$ cat config.mk
export PLATFORM = sky130hd
export DESIGN_NAME = tick_task_release_scheduler_core
export DESIGN_NICKNAME = d
export VERILOG_FILES = /design/src/rtl/tts_pkg.sv /design/src/rtl/tts_ram.sv /design/src/rtl/tts_ctrl.sv /design/src/rtl/tts_dp.sv /design/src/rtl/tick_task_release_scheduler_core.sv
export SDC_FILE = /design/constraint.sdc
export NUM_CORES = 1
export LEC_CHECK = 0
export ABC_AREA = 1
export BUFFER_PORTS_ARGS = -buffer_cell sky130_fd_sc_hd__buf_2
export CAP_MARGIN = 10
export CORE_ASPECT_RATIO = 2
export CORE_UTILIZATION = 25
export CTS_CLUSTER_SIZE = 10
export DETAILED_ROUTE_END_ITERATION = 7
export GPL_TIMING_DRIVEN = 0
export PLACE_DENSITY = 0.35
export SETUP_SLACK_MARGIN = 0.4
export SYNTH_ARGS = -nofsm -noshare
export SYNTH_HDL_FRONTEND = slang
export SYNTH_HIERARCHICAL = 1
export SYNTH_SLANG_ARGS = --single-unit
$ cat constraint.sdc
create_clock -name clk -period 15.2 [get_ports clk]
set_input_delay 3.04 -clock clk [delete_from_list [all_inputs] [get_ports clk]]
set_output_delay 3.04 -clock clk [all_outputs]
set_load 0.03 [all_outputs]
$ cat src/rtl/tts_pkg.sv
// Shared types and constants for the tick task release scheduler.
// Used by tts_ctrl, tts_dp and tick_task_release_scheduler_core.
package tts_pkg;

	localparam int NUM_SLOTS_DEF = 8;
	localparam int MAX_RES       = 8;
	localparam int CNT_W         = 4;

	localparam logic [1:0] FN_TICK  = 2'd0;
	localparam logic [1:0] FN_WRITE = 2'd1;
	localparam logic [1:0] FN_READ  = 2'd2;

	typedef struct packed {
		logic [7:0]  runs;
		logic        coop;
		logic [15:0] period;
		logic [15:0] delay;
	} entry_t;

	localparam int ENTRY_W = $bits(entry_t);

	typedef struct packed {
		logic        last;
		logic        occ;
		logic [15:0] delay;
		logic [7:0]  runs;
		logic        now;
		logic        due;
		logic [2:0]  slot;
	} res_t;

	typedef struct packed {
		logic take;
		logic issue;
		logic flush;
		logic acc_rd;
		logic acc_out;
	} cmd_t;

	typedef struct packed {
		logic stall;
		logic hold_vld;
		logic out_free;
	} sts_t;

endpackage

$ cat src/rtl/tts_ram.sv
// Generic single-write, single-read RAM with registered read data.
// No dependencies.
module tts_ram #(
	parameter int WIDTH = 8,
	parameter int DEPTH = 8,
	parameter int AW    = (DEPTH > 1) ? $clog2(DEPTH) : 1
) (
	input  logic             clk,
	input  logic             we,
	input  logic [AW-1:0]    waddr,
	input  logic [WIDTH-1:0] wdata,
	input  logic             re,
	input  logic [AW-1:0]    raddr,
	output logic [WIDTH-1:0] rdata
);

	logic [WIDTH-1:0] mem_q [DEPTH];
	logic [WIDTH-1:0] rdata_q;

	always_ff @(posedge clk) begin
		if (we) begin
			mem_q[waddr] <= wdata;
		end
		if (re) begin
			rdata_q <= mem_q[raddr];
		end
	end

	assign rdata = rdata_q;

endmodule

$ cat src/rtl/tts_ctrl.sv
// Sequencer for tick walks and slot accesses.
// Depends on tts_pkg; drives tts_dp through cmd_t and reads sts_t.
module tts_ctrl #(
	parameter int NUM_SLOTS = 8,
	parameter int IW        = (NUM_SLOTS > 1) ? $clog2(NUM_SLOTS) : 1
) (
	input  logic           clk,
	input  logic           arst_n,
	input  logic           s_valid,
	output logic           s_ready,
	input  logic [1:0]     in_func,
	input  tts_pkg::sts_t  sts,
	output tts_pkg::cmd_t  cmd,
	output logic [IW-1:0]  walk_addr
);

	import tts_pkg::*;

	typedef enum logic [2:0] {
		S_IDLE,
		S_WALK,
		S_WTAIL,
		S_FLUSH,
		S_ACC_RD,
		S_ACC_OUT
	} state_t;

	state_t        state_q;
	logic [IW-1:0] idx_q;
	logic          rdy_q;

	always_comb begin
		cmd         = '0;
		cmd.take    = s_valid & rdy_q;
		cmd.issue   = (state_q == S_WALK);
		cmd.flush   = (state_q == S_FLUSH);
		cmd.acc_rd  = (state_q == S_ACC_RD);
		cmd.acc_out = (state_q == S_ACC_OUT);
	end

	assign walk_addr = idx_q;
	assign s_ready   = rdy_q;

	always_ff @(posedge clk or negedge arst_n) begin
		if (!arst_n) begin
			state_q <= S_IDLE;
			idx_q   <= '0;
			rdy_q   <= 1'b1;
		end else begin
			case (state_q)
				S_IDLE: begin
					if (cmd.take) begin
						if (in_func == FN_TICK) begin
							state_q <= S_WALK;
							idx_q   <= '0;
							rdy_q   <= 1'b0;
						end else if (in_func inside {FN_WRITE, FN_READ}) begin
							state_q <= S_ACC_RD;
							rdy_q   <= 1'b0;
						end
					end
				end
				S_WALK: begin
					if (!sts.stall) begin
						if (idx_q == IW'(NUM_SLOTS - 1)) begin
							state_q <= S_WTAIL;
						end else begin
							idx_q <= idx_q + 1'b1;
						end
					end
				end
				S_WTAIL: begin
					if (!sts.stall) begin
						state_q <= S_FLUSH;
					end
				end
				S_FLUSH: begin
					if (!sts.hold_vld || sts.out_free) begin
						state_q <= S_IDLE;
						rdy_q   <= 1'b1;
					end
				end
				S_ACC_RD: begin
					state_q <= S_ACC_OUT;
				end
				S_ACC_OUT: begin
					if (sts.out_free) begin
						state_q <= S_IDLE;
						rdy_q   <= 1'b1;
					end
				end
				default: begin
					state_q <= S_IDLE;
					rdy_q   <= 1'b1;
				end
			endcase
		end
	end

endmodule

$ cat src/rtl/tts_dp.sv
// Slot table, walk stage, held result and output register.
// Depends on tts_pkg and tts_ram; commanded by tts_ctrl.
module tts_dp #(
	parameter int NUM_SLOTS = 8,
	parameter int IW        = (NUM_SLOTS > 1) ? $clog2(NUM_SLOTS) : 1
) (
	input  logic           clk,
	input  logic           arst_n,
	input  tts_pkg::cmd_t  cmd,
	input  logic [IW-1:0]  walk_addr,
	output tts_pkg::sts_t  sts,
	input  logic [1:0]     in_func,
	input  logic [2:0]     in_slot,
	input  logic [15:0]    in_delay,
	input  logic [15:0]    in_period,
	input  logic           in_coop,
	input  logic           in_occ,
	output logic           out_valid,
	input  logic           out_ready,
	output tts_pkg::res_t  out_res
);

	import tts_pkg::*;

	// request fields held for the access sequence
	logic [1:0]  it_func_q;
	logic [2:0]  it_slot_q;
	logic [15:0] it_delay_q;
	logic [15:0] it_period_q;
	logic        it_coop_q;
	logic        it_occ_q;

	logic [NUM_SLOTS-1:0] valid_q;
	logic                 p_vld_s1;
	logic [IW-1:0]        p_idx_s1;
	logic [CNT_W-1:0]     cnt_q;
	logic                 hold_vld_q;
	res_t                 hold_q;
	logic                 out_vld_q;
	res_t                 out_q;

	logic [ENTRY_W-1:0] ram_rdata;
	logic [ENTRY_W-1:0] ram_wdata;
	logic [IW-1:0]      ram_waddr;
	logic [IW-1:0]      ram_raddr;
	logic               ram_we;
	logic               ram_re;

	logic    [IW-1:0] it_idx;
	logic             in_range;
	entry_t           ent;
	entry_t           nxt;
	logic             nxt_valid;
	logic             v;
	logic             dec;
	logic             rel;
	logic             emit;
	logic             out_free;
	logic             stall;
	logic             adv;
	logic             acc_wr;
	res_t             rel_res;
	res_t             acc_res;
	entry_t           acc_ent;
	entry_t           wr_ent;
	logic             out_load;
	res_t             out_nxt;

	assign it_idx   = IW'(it_slot_q);
	assign in_range = (32'(it_slot_q) < NUM_SLOTS);

	assign ent = valid_q[p_idx_s1] ? entry_t'(ram_rdata) : '0;
	assign v   = p_vld_s1 & valid_q[p_idx_s1];
	assign dec = v & (ent.delay != 16'd0);
	assign rel = v & (ent.delay == 16'd0);

	always_comb begin
		nxt = ent;
		if (dec) begin
			nxt.delay = ent.delay - 16'd1;
		end
		if (rel) begin
			nxt.delay = ent.period;
			if (ent.coop && ent.runs != 8'hFF) begin
				nxt.runs = ent.runs + 8'd1;
			end
		end
	end

	assign nxt_valid = ent.coop | (ent.period != 16'd0);

	always_comb begin
		rel_res       = '0;
		rel_res.slot  = 3'(p_idx_s1);
		rel_res.due   = 1'b1;
		rel_res.now   = ~ent.coop;
		rel_res.runs  = nxt.runs;
		rel_res.delay = nxt.delay;
		rel_res.occ   = nxt_valid;
	end

	assign emit     = rel & (cnt_q < CNT_W'(MAX_RES));
	assign out_free = ~out_vld_q | out_ready;
	assign stall    = emit & hold_vld_q & ~out_free;
	assign adv      = ~stall;

	assign acc_wr = cmd.acc_out & out_free & (it_func_q == FN_WRITE) & in_range;

	always_comb begin
		wr_ent        = '0;
		if (it_occ_q) begin
			wr_ent.delay  = it_delay_q;
			wr_ent.period = it_period_q;
			wr_ent.coop   = it_coop_q;
		end
	end

	always_comb begin
		acc_ent       = valid_q[it_idx] ? entry_t'(ram_rdata) : '0;
		acc_res       = '0;
		acc_res.slot  = it_slot_q;
		acc_res.last  = 1'b1;
		if (in_range) begin
			if (it_func_q == FN_WRITE) begin
				acc_res.delay = wr_ent.delay;
				acc_res.occ   = it_occ_q;
			end else begin
				acc_res.runs  = acc_ent.runs;
				acc_res.delay = acc_ent.delay;
				acc_res.occ   = valid_q[it_idx];
			end
		end
	end

	assign ram_we    = (adv & (dec | rel)) | acc_wr;
	assign ram_waddr = acc_wr ? it_idx : p_idx_s1;
	assign ram_wdata = acc_wr ? ENTRY_W'(wr_ent) : ENTRY_W'(nxt);
	assign ram_re    = (cmd.issue & adv) | (cmd.acc_rd & in_range);
	assign ram_raddr = cmd.issue ? walk_addr : it_idx;

	tts_ram #(
		.WIDTH (ENTRY_W),
		.DEPTH (NUM_SLOTS),
		.AW    (IW)
	) u_ram (
		.clk   (clk),
		.we    (ram_we),
		.waddr (ram_waddr),
		.wdata (ram_wdata),
		.re    (ram_re),
		.raddr (ram_raddr),
		.rdata (ram_rdata)
	);

	always_comb begin
		out_load = 1'b0;
		out_nxt  = hold_q;
		if (adv && emit && hold_vld_q) begin
			out_load = 1'b1;
		end else if (cmd.flush && hold_vld_q && out_free) begin
			out_load     = 1'b1;
			out_nxt.last = 1'b1;
		end else if (cmd.acc_out && out_free) begin
			out_load = 1'b1;
			out_nxt  = acc_res;
		end
	end

	always_ff @(posedge clk) begin
		if (cmd.take) begin
			it_func_q   <= in_func;
			it_slot_q   <= in_slot;
			it_delay_q  <= in_delay;
			it_period_q <= in_period;
			it_coop_q   <= in_coop;
			it_occ_q    <= in_occ;
		end
		if (adv) begin
			p_idx_s1 <= walk_addr;
		end
		if (adv && emit) begin
			hold_q      <= rel_res;
		end
		if (out_load) begin
			out_q <= out_nxt;
		end
	end

	always_ff @(posedge clk or negedge arst_n) begin
		if (!arst_n) begin
			valid_q    <= '0;
			p_vld_s1   <= 1'b0;
			cnt_q      <= '0;
			hold_vld_q <= 1'b0;
			out_vld_q  <= 1'b0;
		end else begin
			if (adv) begin
				p_vld_s1 <= cmd.issue;
			end
			if (adv && rel && !nxt_valid) begin
				valid_q[p_idx_s1] <= 1'b0;
			end
			if (acc_wr) begin
				valid_q[it_idx] <= it_occ_q;
			end
			if (cmd.take) begin
				cnt_q <= '0;
			end else if (adv && emit) begin
				cnt_q <= cnt_q + 1'b1;
			end
			if (adv && emit) begin
				hold_vld_q <= 1'b1;
			end else if (cmd.flush && out_free) begin
				hold_vld_q <= 1'b0;
			end
			if (out_load) begin
				out_vld_q <= 1'b1;
			end else if (out_ready) begin
				out_vld_q <= 1'b0;
			end
		end
	end

	always_comb begin
		sts          = '0;
		sts.stall    = stall;
		sts.hold_vld = hold_vld_q;
		sts.out_free = out_free;
	end

	assign out_valid = out_vld_q;
	assign out_res   = out_q;

endmodule

$ cat src/rtl/tick_task_release_scheduler_core.sv
// Top level of the tick task release scheduler: stream ports, sequencer and datapath.
// Depends on tts_pkg, tts_ctrl, tts_dp and tts_ram.
//
//   channel  dir  handshake                     payload
//   s_axis   in   s_axis_tvalid/s_axis_tready   tdata: slot, delay, period, coop, occupy
//                                               tuser: func
//   m_axis   out  m_axis_tvalid/m_axis_tready   tdata: result fields; tlast: last result
//
// A tick request walks one slot per cycle through the slot RAM read port while no held
// release waits on a full output register; a tail and a flush state follow the walk.
// Read and write requests use a slot read state, then an output state. A new request
// is taken once the previous one is done, even while its last result still waits in
// the output register. Reset clears the occupied flags at once; no clearing pass is run.
module tick_task_release_scheduler_core #(
	parameter int NUM_SLOTS = tts_pkg::NUM_SLOTS_DEF
) (
	input  logic        clk,
	input  logic        arst_n,
	input  logic        s_axis_tvalid,
	output logic        s_axis_tready,
	// slot[2:0], start_delay[18:3], repeat_period[34:19], cooperative[35], occupy[36]
	input  logic [39:0] s_axis_tdata,
	// func[1:0]
	input  logic [1:0]  s_axis_tuser,
	output logic        m_axis_tvalid,
	input  logic        m_axis_tready,
	// task_slot[2:0], fell_due[3], run_now[4], pending_runs[12:5], delay_left[28:13],
	// slot_occupied[29]
	output logic [31:0] m_axis_tdata,
	output logic        m_axis_tlast
);

	import tts_pkg::*;

	localparam int IW = (NUM_SLOTS > 1) ? $clog2(NUM_SLOTS) : 1;

	cmd_t          cmd;
	sts_t          sts;
	logic [IW-1:0] walk_addr;
	res_t          res;

	tts_ctrl #(
		.NUM_SLOTS (NUM_SLOTS),
		.IW        (IW)
	) u_ctrl (
		.clk       (clk),
		.arst_n    (arst_n),
		.s_valid   (s_axis_tvalid),
		.s_ready   (s_axis_tready),
		.in_func   (s_axis_tuser),
		.sts       (sts),
		.cmd       (cmd),
		.walk_addr (walk_addr)
	);

	tts_dp #(
		.NUM_SLOTS (NUM_SLOTS),
		.IW        (IW)
	) u_dp (
		.clk       (clk),
		.arst_n    (arst_n),
		.cmd       (cmd),
		.walk_addr (walk_addr),
		.sts       (sts),
		.in_func   (s_axis_tuser),
		.in_slot   (s_axis_tdata[2:0]),
		.in_delay  (s_axis_tdata[18:3]),
		.in_period (s_axis_tdata[34:19]),
		.in_coop   (s_axis_tdata[35]),
		.in_occ    (s_axis_tdata[36]),
		.out_valid (m_axis_tvalid),
		.out_ready (m_axis_tready),
		.out_res   (res)
	);

	assign m_axis_tdata = {2'b00, res.occ, res.delay, res.runs, res.now, res.due, res.slot};
	assign m_axis_tlast = res.last;

endmodule

==> out/summary.txt <==
Hold_buf cts = 0
CTS max path bufs = 3
Period Utilization, post-route = 47.0%
Vias per cell = 4.34
Area of the multi-input gates = 5880 um2
FF+latch count, synth = 493
GP Congestion = 0.863
Endpoint class of the critical path = register
Sequential Area = 14700 um2
DP HPWL = 56200 um
Met1 Wirelength = 29100 um
Max-cap viol count = 0
Crit-path slowest cell = nor2_4
Peak supply drop = 0.0000829 V
Postcts setup bufs = 0
Pre-Repair DR Iteration Count = 5
All-Layer GR Usage = 16.8%
Hold Vio Cnt, Final = 0
CTS Buf Count = 56
DRT antenna net count = 0
CTS sink cnt = 493
First-pass GRT wire length = 111000 um
Req. time, crit path = 15.49 ns
Nets@finish = 2576
CTS H-tree depth = 2
# port buffers = 75
CTS tree = built
Root buf cell = clkbuf_16
Final setup viols = 0
Antenna diode count = 0
Yosys cell types = 42
CP arrival = 7.43 ns
Leakage = 12.1 nW
Hold Path Class = register to register
CP Class = input pin to register
Post-CTS sizing = 0
Status = completed
Met2 WL = 43400 um
Syn Inst Count = 2369
Routed met3 length = 2550 um
Die footprint = 92300 um2
Mapped Area = 22800 um2
Setup TNS Final = 0 ns
Max-slew violation count = 0
Die W = 215 um
Fill count = 9498
Worst setup SP type = input pin
Critical path's largest stage delay = 0.82 ns
Die height = 429 um
DRC = 0
Max Clock Freq = 140 MHz
Area Growth Syn to Fin = 16.8%
Avg Cell Area, Syn = 9.61 um2
RSZ-0062 raised after global routing = false
Vias in the first global route = 16.1k
Fin Hold WS = 0.476 ns
Vias = 16.2k
Layout cells sized above 1 = 10.4%
Final core occ = 29.5%
Core Footprint = 90200 um2
Initial DRC Count = 1044
DR WL/cell = 20.9 um
Clk_skew = 0.0250 ns
Worst slew margin = 22.7%
Ports = 81
CP cell instances = buf_2 -> nor2_1 -> inv_1 -> nand2_1 -> nor2_1 -> clkinv_1 -> clkbuf_1 -> o21ai_0 -> nand2_1 -> nor2_4 -> buf_12
Pwr/cell area = 101 nW/um2
Post-synthesis sequential area ratio = 64.6%
Largest net degree at the start of global routing = 32
Gr ovfl total = 0
Detailed Route WL = 77800 um
Row Count = 156
Initial antenna violation count = 1
Initial core utilization = 25.2%
Fin crit period = 7.14 ns
Worst slew pin tran = 1.15 ns
Reg clk slew, reported paths = 0.05 ns
Worst Path Max Fanout = 23
Synth Warn # = 6
Clk_lat worst skew = 0.62 ns
Highest Signal Layer = met4
==> through the flow <==
stage | power, W | setup slack (ns) | std cells | instance area [um2]
floorplan | 0.00150 | 8.37 | 2370 | 22800
global placement | 0.00151 | 4.11 | 3630 | 24600
detailed placement | 0.00151 | 7.24 | 3651 | 25100
CTS | 0.00272 | 7.91 | 3723 | 26600
global route | 0.00276 | 7.82 | 3723 | 26600
finish | 0.00267 | 8.06 | 3723 | 26600
==> flip-flops by register name, indices dropped and copies added, names as in the netlist, 2 cells and up <==
name / count
u_dp/hold_q: 29
u_dp/u_ram/mem_q: 328
u_ctrl/walk_addr: 3
u_dp/it_idx: 3
u_ctrl/state_q: 3
u_dp/p_idx_s1: 3
u_dp/valid_q: 8
u_dp/cnt_q: 4
u_dp/out_res: 31
u_dp/it_delay_q: 16
u_dp/it_period_q: 16
u_dp/u_ram/rdata: 41
u_dp/it_func_q: 2
==> cells by family (layout without fill, tap and decap cells) <==
kind of cell	Yosys count	in the layout	share of synthesized area, %
DFF	493	493	64.6
AOI/OAI and AO/OA	126	126	3.11
buffers and inverters	537	705	9.91
xor gates and xnor gates	9	9	0.346
and+or+nand+nor	1197	1197	21.7
adders and majority gates	6	6	0.330
other	1	2	0.0165
==> power breakdown <==
part	internal, W	total (W)	switching [W]
Clock	0.000657	0.00119	0.000537
Sequential	0.00147	0.00147	0.0000000635
Combinational	0.00000496	0.0000109	0.00000597
Total	0.00213	0.00267	0.000543
==> final timing paths <==
check	from	to	cells past startpoint	slack, ns
worst max-delay path	m_axis_tready	u_dp/u_ram/mem_q[0][3]	11	8.06
worst min-delay path	u_ctrl/s_ready	u_ctrl/s_ready	2	0.48
worst max register to register	u_dp/p_idx_s1[0]	u_dp/u_ram/mem_q[0][3]	21	9.56
worst min register to register	u_ctrl/s_ready	u_ctrl/s_ready	2	0.48
max in group asynchronous	arst_n	u_ctrl/state_q[2]	1	12.30
min in group asynchronous	arst_n	u_dp/valid_q[6]	1	2.46
==> layout make-up <==
type | instances | area share [%]
clock buffer | 67 | 5.43
inverter | 440 | 6.22
multi-input combinational | 1340 | 22.1
tap | 1185 | 5.58
clock inverter | 5 | 0.160
sequential | 493 | 55.3
buffer | 97 | 2.27
timing repair buffer | 96 | 2.89
==> cells in the mapped netlist <==
cell type  number  area, um2
clkinv_1        4       15.0
nand2_1       855       3210
nand3_2         4       40.0
o21bai_1        1       7.51
o32ai_1         1       8.76
nand2_4         1       11.3
and2_1          1       6.26
a31oi_2         1       12.5
o21ai_0        58        290
o21ai_1        37        185
a21oi_2         1       8.76
o211ai_1       10       75.1
a21oi_1         8       40.0
nand3_1       214       1070
nor2_2          5       31.3
o31ai_1         3       22.5
nor2_8          2       40.0
edfxtp_1      471      14100
conb_1          1       3.75
a32o_1          4       40.0
a21boi_0        1       7.51
dfstp_2         1       26.3
ha_1            6       75.1
clkbuf_8        1       13.8
nand2_2         2       12.5
nor2_1         86        323
buf_2          33        165
nor2_4          4       45.0
buf_1           6       22.5
nand4_1        16        100
nand3_4         1       17.5
xnor2_1         3       26.3
inv_2           7       26.3
inv_1         429       1610
nor3_2          1       10.0
xor2_1          6       52.6
buf_6          17        191
clkbuf_1       24       90.1
buf_4          16        120
o41ai_1         1       8.76
dfrtp_1        21        526
nor3_1          5       25.0
==> routing by layer <==
layer,up-vias,track usage (%)
met5,-,0
met4,0,6.57
met3,119,1.92
met2,397,32.9
met1,7823,17.9
li1,7825,-
==> placed cells by master, fill, tap and decap left out, types with 10 or more instances in the layout <==
cell	count
buf_12	14
buf_4	20
inv_1	428
nand4_1	16
dfrtp_1	21
nand3_1	214
buf_6	17
edfxtp_1	471
nand2_1	854
nor2_1	78
o211ai_1	10
o21ai_1	37
nor2_4	12
buf_2	108
clkbuf_1	35
clkbuf_16	56
o21ai_0	58
==> critical path: cells and delay by family <==
family | cells | cell delay, ns
compound gates | 1 | 0.37
simple gates | 5 | 2.21
buf+inv | 5 | 1.74
Power figures use the tool's default switching activity.
